[config.mk]
export PLATFORM = sky130hd
export DESIGN_NAME = tcba_ram
export DESIGN_NICKNAME = d
export VERILOG_FILES = /design/src/rtl/core/tcba_ram.sv
export SDC_FILE = /design/constraint.sdc
export NUM_CORES = 2
export LEC_CHECK = 0
export ABC_AREA = 1
export BUFFER_PORTS_ARGS = -buffer_cell sky130_fd_sc_hd__buf_2
export CAP_MARGIN = 20
export CORE_UTILIZATION = 60
export DETAILED_ROUTE_END_ITERATION = 8
export PLACE_DENSITY = 0.76
export SYNTH_ARGS = -nofsm -noshare
export SYNTH_HDL_FRONTEND = slang
export SYNTH_SLANG_ARGS = --single-unit
[constraint.sdc]
create_clock -name clk -period 1.9 [get_ports clk]
set_input_delay 0.095 -clock clk [delete_from_list [all_inputs] [get_ports clk]]
set_output_delay 0.095 -clock clk [all_outputs]
set_load 0.1 [all_outputs]
[src/rtl/core/tcba_ram.sv]
// Simple one-write one-read RAM with registered read data.
// Used for the three free stacks; depends on nothing.
module tcba_ram #(
    parameter int DEPTH = 256,
    parameter int WIDTH = 8
) (
    input  logic                     clk,
    input  logic                     we,
    input  logic [$clog2(DEPTH)-1:0] waddr,
    input  logic [WIDTH-1:0]         wdata,
    input  logic                     re,
    input  logic [$clog2(DEPTH)-1:0] raddr,
    output logic [WIDTH-1:0]         rdata
);

    logic [WIDTH-1:0] mem [DEPTH];

    // write port
    always_ff @(posedge clk)
    begin
        if (we)
        begin
            mem[waddr] <= wdata;
        end
    end

    // registered read port
    always_ff @(posedge clk)
    begin
        if (re)
        begin
            rdata <= mem[raddr];
        end
    end

endmodule

==> summary.txt <==
Status: finished with violations
Violated checks: setup timing
Placed Instances: 9,068
Maximum single-stage delay on the critical path: 370 ps
Final setup skew: 33.7 ps
Buffer and inverter count on the worst path: 0
Worst-Margin Slew: 836 ps
Clock net sink count: 2,056
Most frequent standard cell in the layout excluding fill and tap cells: sky130_fd_sc_hd__nand2_1
Average cell area after synthesis: 11.9 um^2
Termination of the worst setup path: rdata[4]$_DFFE_PP_
Post-synth design cell area: 83,500 um^2
GRT Resource Usage Total: 0.331
Worst setup path category: reg -> reg
Combinational fraction of design power: 0.073
Cell type of the slowest stage on the worst timing path: sky130_fd_sc_hd__edfxtp_1
Crit path depth: 10
Congestion Overflow GR: 0
Reg2reg end: rdata[4]$_DFFE_PP_
Seq cells post-synth: 2,056
Worst skew pair latency: 850 ps
Number of antenna violations at the first check in global routing: 12
Switch share: 0.226
Max Transition Viols Final: 0
Element type at the critical path end: flop
Fin. Hold Viols: 0
Cell internal pwr: 72,700 uW
Sort of element at the start of the critical path: flop
Final Cell Area: 97,100 um^2
Area growth syn-to-layout: 16.3%
Kind of cell with the highest combined delay on the critical path: simple AND/OR/NAND/NOR gates
Share of power burned in registers: 0.532
Placed Instance Area: 90,700 um^2
Maximum number of pins on one net before global-route repair: 84
Most used cells in the layout excluding fill and tap cells: 2,119 x sky130_fd_sc_hd__nand2_1, 2,056 x sky130_fd_sc_hd__edfxtp_1, 1,982 x sky130_fd_sc_hd__nand3_1
Reg2reg path depth: 10
F_max: 525 MHz
Detailed-route DRC error count: 0
Netlist cell types: 13
Tightest slew margin relative to the limit: 0.442
Min cycle time layout: 1910 ps
Synth Net Count: 7,030
Post-layout power: 94,000 uW
Worst endpoint required time: 2490 ps
Reg-to-reg setup timing slack: -5 ps
Detailed-route wire length per cell: 24.7 um
Switching Power: 21,300 uW
Number of placed I/O pins: 35
Via count of the first global-routing pass: 56.3k
Iteration-0 DRC Markers: 9,673
Clock Path Buffers: 3
First-pass GRT wire length: 346 mm
Overall routed net length: 234 mm
Setup Slack @ Placement: -610 ps
Post-detailed-route via-to-cell ratio: 6.24
Total of endpoints with negative setup slack in the final report: 1
Total die area: 141,000 um^2
Critical path, cell by cell: nand2_1 -> nand3_1 -> nand3_1 -> nand3_1 -> nand3_2 -> nand3_2 -> nand3_2 -> nand2_1 -> nand2_2 -> nand2_1
Die Span X: 375 um
P_leak: 0.0351 uW
Die Height: 375 um
Setup Fix Bufs, Post-CTS: 0
Critical R2R Launch: mem[62][4]$_DFFE_PP_
Clock transition at the registers of the reported paths: 60 ps
# nets final: 7,510
Clock power frac: 0.395
Router iterations before antenna repair: 7
Residual antenna-violating net count after detailed routing: 0
Vias: 58.9k
CTS tree: done
Maximum level of the CTS H-tree: 4
Gate count after technology mapping: 7,003
Pwr per Cell Area: 968 nW/um^2
Max_cap viols: 0
Highest ir drop seen on vdd: 0.000979 V
Data arrival, critical path: 2490 ps
Placement Rows: 136
Sum of net half-perimeters after detailed placement: 145 mm
Initial cell density of the core: 0.606
Number of CTS-inserted buffers: 195
Minimum setup slack in the final design: -5.11 ps
Final period utilization: 1.00
Source of the critical timing path: mem[62][4]$_DFFE_PP_
Clock root buffer master: sky130_fd_sc_hd__clkbuf_16
Number of input and output port buffers inserted: 34
Share of the yosys chip area belonging to registers: 0.740
Layout cells sized above 1: 0.138
Maximum fanout encountered on the critical timing path: 1
Count of non-filler cells in the finished layout: 9,443
Hold Path Cell Cnt: 5
Synth warnings: 0
Gpl congestion: 0.951
Core Footprint: 138,000 um^2
Hold Crit Class: in -> reg
-- layer usage --
layer	share of wire	track usage	vias up	wire, um
li1	-	-	25800	-
met1	0.36	0.451	28300	83900
met2	0.46	0.505	4143	108000
met3	0.14	0.0852	680	31600
met4	0.045	0.146	10	10500
met5	0.00030	0	-	69
-- area by class of cell --
type                       instances  area [um^2]
antenna                           11         27.5
sequential                      2056        61700
tap                             1794         2240
multi-input combinational       4425        19400
timing repair buffer             766         7500
clock buffer                     241         5160
fill                            8765        40800
clock inverter                   111          858
inverter                          39          180
-- how the worst min path moves through the flow --
stage          startpoint                   end
2_1_floorplan    wdata[0]   mem[0][0]$_DFFE_PP_
4_1_cts          raddr[6]    rdata[1]$_DFFE_PP_
3_3_place_gp     wdata[4]  mem[60][4]$_DFFE_PP_
6_report         waddr[7]  mem[13][3]$_DFFE_PP_
3_5_place_dp     wdata[4]  mem[61][4]$_DFFE_PP_
5_1_grt          waddr[7]  mem[13][3]$_DFFE_PP_
-- per-stage QoR --
stage / hold slack (ps) / setup TNS (ps) / utilization
5_1_grt: 34.2 / -8.85 / 0.704
2_1_floorplan: 194 / 0 / -
3_5_place_dp: 479 / -4370 / 0.658
3_3_place_gp: 480 / -4230 / 0.658
6_report: 12.8 / -5.11 / 0.704
4_1_cts: 7.37 / 0 / 0.703
-- state kept, by name (all words and copies together) (netlist names) --
register / cells
rdata: 8
mem: 2048
-- worst reg2reg max path: cells and delay by family, from the launching register on --
kind / cells / cell delay, ps
AND/OR/NAND/NOR: 10 / 1300
flip-flops: 1 / 370
-- synthesized netlist by cell type (all sizes together) --
master,instances,area share
edfxtp,2056,0.74
clkbuf,112,0.0050
inv,39,0.0018
nor2,283,0.013
nand3,2019,0.12
nand2,2123,0.095
buf,371,0.024
-- repair_timing --
action,in CTS,in global routing
hold buffers,12,0
gates resized for setup,16,37
pin swaps,0,2
setup endpoints to repair,9,16
hold endpoints to repair,1753,0
-- cells by family after synthesis --
logic type,share of synthesized area
and+or+nand+nor,0.229
DFF,0.740
buffers and inverters,0.0312
-- power groups by stage --
stage	registers (uW)	clock network [uW]	logic (uW)
6_report	50100	37100	6840
5_1_grt	50000	38900	7200
4_1_cts	50100	37200	6620
3_5_place_dp	51000	0	6510
3_3_place_gp	51000	0	6380
2_1_floorplan	51100	0	3090
Power figures use the tool's default switching activity.
