==> config.mk <==
export PLATFORM = sky130hd
export DESIGN_NAME = tcba_binfo
export DESIGN_NICKNAME = d
export VERILOG_FILES = /design/src/rtl/core/tcba_pkg.sv /design/src/rtl/core/tcba_binfo.sv
export SDC_FILE = /design/constraint.sdc
export NUM_CORES = 2
export LEC_CHECK = 0
export BUFFER_PORTS_ARGS = -buffer_cell sky130_fd_sc_hd__buf_4
export CAP_MARGIN = 0
export CORE_UTILIZATION = 66
export CTS_BUF_LIST = sky130_fd_sc_hd__clkbuf_2
export DETAILED_ROUTE_END_ITERATION = 12
export GPL_TIMING_DRIVEN = 0
export PLACE_DENSITY = 0.85
export SYNTH_ARGS = -nofsm -noshare
export SYNTH_HDL_FRONTEND = slang
export SYNTH_SLANG_ARGS = --single-unit
==> constraint.sdc <==
create_clock -name clk -period 2.6 [get_ports clk]
set_clock_uncertainty 0.05 [all_clocks]
set_input_delay 0.26 -clock clk [delete_from_list [all_inputs] [get_ports clk]]
set_output_delay 0.26 -clock clk [all_outputs]
set_load 0.1 [all_outputs]
==> src/rtl/core/tcba_pkg.sv <==
// Shared types and constants for the three-class block allocator.
// Depends on nothing; tcba_binfo and the allocator refer to it by scoped names.
package tcba_pkg;

    localparam int MAX_BLOCKS       = 256;
    localparam int MEDIUM_PER_BLOCK = 4;
    localparam int SMALL_PER_BLOCK  = 8;
    localparam int BLK_W            = 8;
    localparam int MED_SB           = 2;
    localparam int SML_SB           = 3;
    localparam int MED_HW           = BLK_W + MED_SB;
    localparam int SML_HW           = BLK_W + SML_SB;
    localparam int MED_DEPTH        = MAX_BLOCKS * MEDIUM_PER_BLOCK;
    localparam int SML_DEPTH        = MAX_BLOCKS * SMALL_PER_BLOCK;

    typedef enum logic [1:0] {
        KIND_NONE   = 2'd0,
        KIND_LARGE  = 2'd1,
        KIND_MEDIUM = 2'd2,
        KIND_SMALL  = 2'd3
    } kind_t;

    typedef enum logic [1:0] {
        ST_OK      = 2'd0,
        ST_NOSPACE = 2'd1,
        ST_BADSIZE = 2'd2,
        ST_BADFREE = 2'd3
    } status_t;

    typedef enum logic [1:0] {
        CLS_LARGE   = 2'd0,
        CLS_MEDIUM  = 2'd1,
        CLS_SMALL   = 2'd2,
        CLS_INVALID = 2'd3
    } size_cls_t;

    localparam logic REQ_ALLOC = 1'b0;

    typedef enum logic [3:0] {
        S_IDLE,
        S_TAKE,
        S_TAKE_WAIT,
        S_TAKEN,
        S_SPLIT,
        S_POP_RD,
        S_POP_WAIT,
        S_POP_INFO,
        S_FREE_CHK,
        S_WALK,
        S_OUT
    } state_t;

    // one entry of the block table
    typedef struct packed {
        kind_t      kind;
        logic [7:0] taken;
    } binfo_t;

endpackage

==> src/rtl/core/tcba_binfo.sv <==
// Block table: kind and taken mask per block, with a valid bit per entry.
// Entries not written since reset read as uncarved, nothing taken. Uses tcba_pkg.
module tcba_binfo (
    input  logic                 clk,
    input  logic                 rst_n,
    input  logic                 re,
    input  logic [7:0]           raddr,
    output tcba_pkg::binfo_t     rdata,
    input  logic                 we,
    input  logic [7:0]           waddr,
    input  tcba_pkg::binfo_t     wdata
);

    tcba_pkg::binfo_t mem [tcba_pkg::MAX_BLOCKS];
    logic [tcba_pkg::MAX_BLOCKS-1:0] valid_reg;
    tcba_pkg::binfo_t rd_reg;
    logic             rd_valid_reg;

    // storage
    always_ff @(posedge clk)
    begin
        if (we)
        begin
            mem[waddr] <= wdata;
        end
        if (re)
        begin
            rd_reg <= mem[raddr];
        end
    end

    // valid bits and registered valid of the read
    always_ff @(posedge clk or negedge rst_n)
    begin
        if (!rst_n)
        begin
            valid_reg    <= '0;
            rd_valid_reg <= 1'b0;
        end
        else
        begin
            if (we)
            begin
                valid_reg[waddr] <= 1'b1;
            end
            if (re)
            begin
                rd_valid_reg <= valid_reg[raddr];
            end
        end
    end

    assign rdata = rd_valid_reg ? rd_reg : tcba_pkg::binfo_t'('0);

endmodule

==> metrics.md <==
| Metric | Value |
|---|---|
| Outcome | `finished with violations` |
| Failing checks | `hold timing, capacitance limit, slew limit, setup timing` |
| Most instantiated library cell after synthesis | `edfxtp_1` |
| Sw Share | `0.2610` |
| Sequential-to-total area share from yosys stat | `0.7728` |
| Drt pass-1 iters | `12` |
| Placer Congestion | `1.062` |
| Internal power | `62930 uW` |
| Die area | `0.1655 mm^2` |
| Final std cell area, no fill | `0.1210 mm^2` |
| Placed Area | `0.1117 mm^2` |
| Routed vias/inst | `7.165` |
| Worst EP arrival | `3.02 ns` |
| CTS tree | `yes` |
| Worst r2r path cells | `6` |
| Clk slew on worst S/H paths | `0.13 ns` |
| IO Port Bufs | `30` |
| CP Capture Type | `primary output` |
| Max-Cap Viols | `16` |
| Synth Cell Area | `0.1082 mm^2` |
| Rel. slew slack | `-0.1523` |
| H-tree Lvls | `6` |
| Synth area leader | `edfxtp_1` |
| Cell Rows | `148` |
| HP Class | `in2reg` |
| Die width | `406.9 um` |
| Min Hold Slack | `-0.07918 ns` |
| Worst VDD drop | `0.4975 mV` |
| Hold violation total from the final report | `1` |
| CTS Buf Count | `668` |
| Setup violators final | `534` |
| DR iter-0 viols | `11580` |
| WL/cell | `38.31 um` |
| Fin worst setup slack | `-0.7298 ns` |
| Post-synth top flop | `edfxtp_1` |
| Clock Power Share | `0.337` |
| Syn nets | `5122` |
| Worst-margin pin slew | `1.728 ns` |
| Sequential power share | `0.589` |
| Launch point of the worst reg-to-reg path | `mem[103][2]` |
| Total GRT Usage | `0.4047` |
| Pin count of the biggest net entering global routing | `166` |
| Skew-Pair Late Insertion Delay | `2.08 ns` |
| CP required | `2.29 ns` |
| ANT nets after route | `0` |
| Fin Setup TNS | `-53.52 ns` |
| Most instantiated cells after synthesis | `2570 x edfxtp_1, 684 x mux4_2, 324 x a22oi_1` |
| Hold path depth | `8` |
| GR Overflow Total | `0` |
| Min Tclk post-route | `3.330 ns` |
| First-pass GRT wire length | `450900 um` |
| Routed WL | `332000 um` |
| Initial cell density of the core | `0.6646` |
| Leakage | `0.04083 uW` |
| Post-synth cell types | `42` |
| I/O pin count | `40` |
| R2r endpoint | `rd_reg[2]` |
| Max Fclk | `0.3003 GHz` |
| Register bit total from synthesis | `2827` |
| Vias | `62090` |
| # fillers | `8754` |
| Hold EP | `rd_valid_reg` |
| Vias in the first global route | `61250` |
| Synth Instances | `5092` |
| CP startpoint kind | `flip-flop` |
| Synth Area per Inst | `21.25 um^2` |
| Number of synthesized flops with an enable pin | `2570` |
| Launch point of the worst hold path | `raddr[1]` |
| Yosys top cell area share | `0.7134` |
| Final period util | `1.281` |
| Synth area leaders | `edfxtp_1 71%, mux4_2 14%, dfrtp_1 5.9%` |
| Pwr Density | `703.7 mW/mm^2` |
| Switching power | `22230 uW` |
| Fraction of layout cells with a size suffix above 1 | `0.3961` |
| Async SR Flop Fraction | `0.09091` |
| Clk sinks | `2827` |
| Yosys warnings | `0` |
| Core box area | `0.1628 mm^2` |
| Max clock buf depth | `4` |
| RSZ-0062 raised after global routing | `true` |
| Largest register FFs | `2560` |
| Pins Over Slew Limit | `154` |
| Die Ht | `406.9 um` |
| R2R setup slack | `-0.51 ns` |
| Area occupied by multi-input gates | `0.02474 mm^2` |
| DRC viols | `0` |
| DP Wirelength | `208700 um` |
| Combinational power share | `0.073` |
| Initial antenna violation count | `24` |
| Root Buffer | `clkbuf_2` |
| Crit Path Max Fanout | `5` |
| Crit Path Class | `reg2out` |
| Storage element area | `0.08361 mm^2` |
| Pre-CTS setup slack | `-3.191 ns` |
| Area grow syn2layout | `11.85%` |
| Fin nets | `5996` |
-- cells by family (layout without fill, tap and decap cells) --
family,count (synthesis),after routing,synth area share
simple gates,691,691,0.03255
flops,2827,2827,0.7728
other cells,0,21,0
buf+inv,306,1684,0.01351
compound gates,543,543,0.03370
mux,725,725,0.1474
-- critical path, cell delays in order, from the launching register on --
cell and delay [ns]:
dfrtp_2 0.52, buf_8 0.15, and2_4 0.16, buf_12 0.17
-- layout make-up --
class | count | area share
diodes | 21 | 0.0004343
plain buffers | 299 | 0.01231
clock buffers | 1010 | 0.04177
clock inverters | 164 | 0.006773
inverters | 5 | 0.0001551
multi-input cells | 1959 | 0.2044
flip-flops and latches | 2827 | 0.6909
well taps | 2175 | 0.02249
repair buffers | 206 | 0.02072
-- layer usage --
metal | track usage | up-vias | routed length (um)
met3 | 0.1793 | 1351 | 53430
met4 | 0.2849 | 30 | 26720
met1 | 0.4970 | 31050 | 102900
li1 | - | 23330 | -
met2 | 0.5774 | 6335 | 148000
met5 | 0.01338 | - | 846
-- layout by cell type (no fill, tap or decap), types with 14 or more instances in the layout --
cell           synthesis  layout
mux2i_1               29      29
clkbuf_1             183     155
nand3_1               25      25
clkinv_2               0      19
buf_4                 19      88
clkinv_1               0     122
diode_2                0      21
a21oi_2                0      48
a21oi_4                0      20
buf_8                  1      17
mux4_2               684     684
nand2_1               38      38
dlygate4sd3_1          0      85
o22ai_1               25      16
edfxtp_1            2570    2570
a22oi_2                0      74
buf_2                 52      56
nor2_1               268     159
nor4_2                 0      14
nor2_2                 0     102
clkbuf_2               0    1035
a21oi_1              169     101
buf_6                 22      22
buf_1                 24      18
nor4_4                 0      22
dfrtp_1              257     256
a22oi_1              324     250
buf_16                 0      25
or2_2                259     259
-- power by group through the flow --
stage	Clock, uW	Sequential [uW]	Combinational (uW)
2_1_floorplan	0	51100	2740
3_3_place_gp	0	51200	5060
3_5_place_dp	0	51200	5330
4_1_cts	28200	50100	5790
5_1_grt	30600	50200	6240
6_report	28700	50200	6240
-- stage by stage --
stage / power [uW] / hold WS [ns] / util / std cells
2_1_floorplan: 53810 / -0.08559 / - / 5092
3_3_place_gp: 56250 / 0.3929 / 0.6828 / 7297
3_5_place_dp: 56500 / 0.2659 / 0.6862 / 7316
4_1_cts: 84160 / -0.4860 / 0.7362 / 8584
5_1_grt: 87040 / 0.01653 / 0.7432 / 8649
6_report: 85160 / -0.07918 / 0.7434 / 8666
-- worst max path at each step --
| stage | slack, ns | end | cells after the start | startpoint |
|---|---|---|---|---|
| 6_report | -0.73 | rdata[4] | 3 | rd_valid_reg |
| 5_1_grt | -0.64 | rdata[4] | 3 | rd_valid_reg |
| 4_1_cts | -0.72 | rdata[8] | 3 | rd_valid_reg |
| 3_5_place_dp | -3.19 | rd_reg[1] | 10 | raddr[4] |
| 3_3_place_gp | -3.59 | rd_reg[4] | 10 | raddr[2] |
| 2_1_floorplan | 0.002 | rd_reg[1] | 10 | raddr[0] |
-- timing repair --
item | in CTS | in global routing
endpoints found under the hold margin | 5206 | 1
pin swaps | 47 | 70
gates cloned | 1 | 0
endpoints found under the setup margin | 21 | 1440
setup buffers | 0 | 57
hold buffers | 94 | 5
gates resized for setup | 229 | 184
Note: power is estimated with default switching activity, not from simulation.
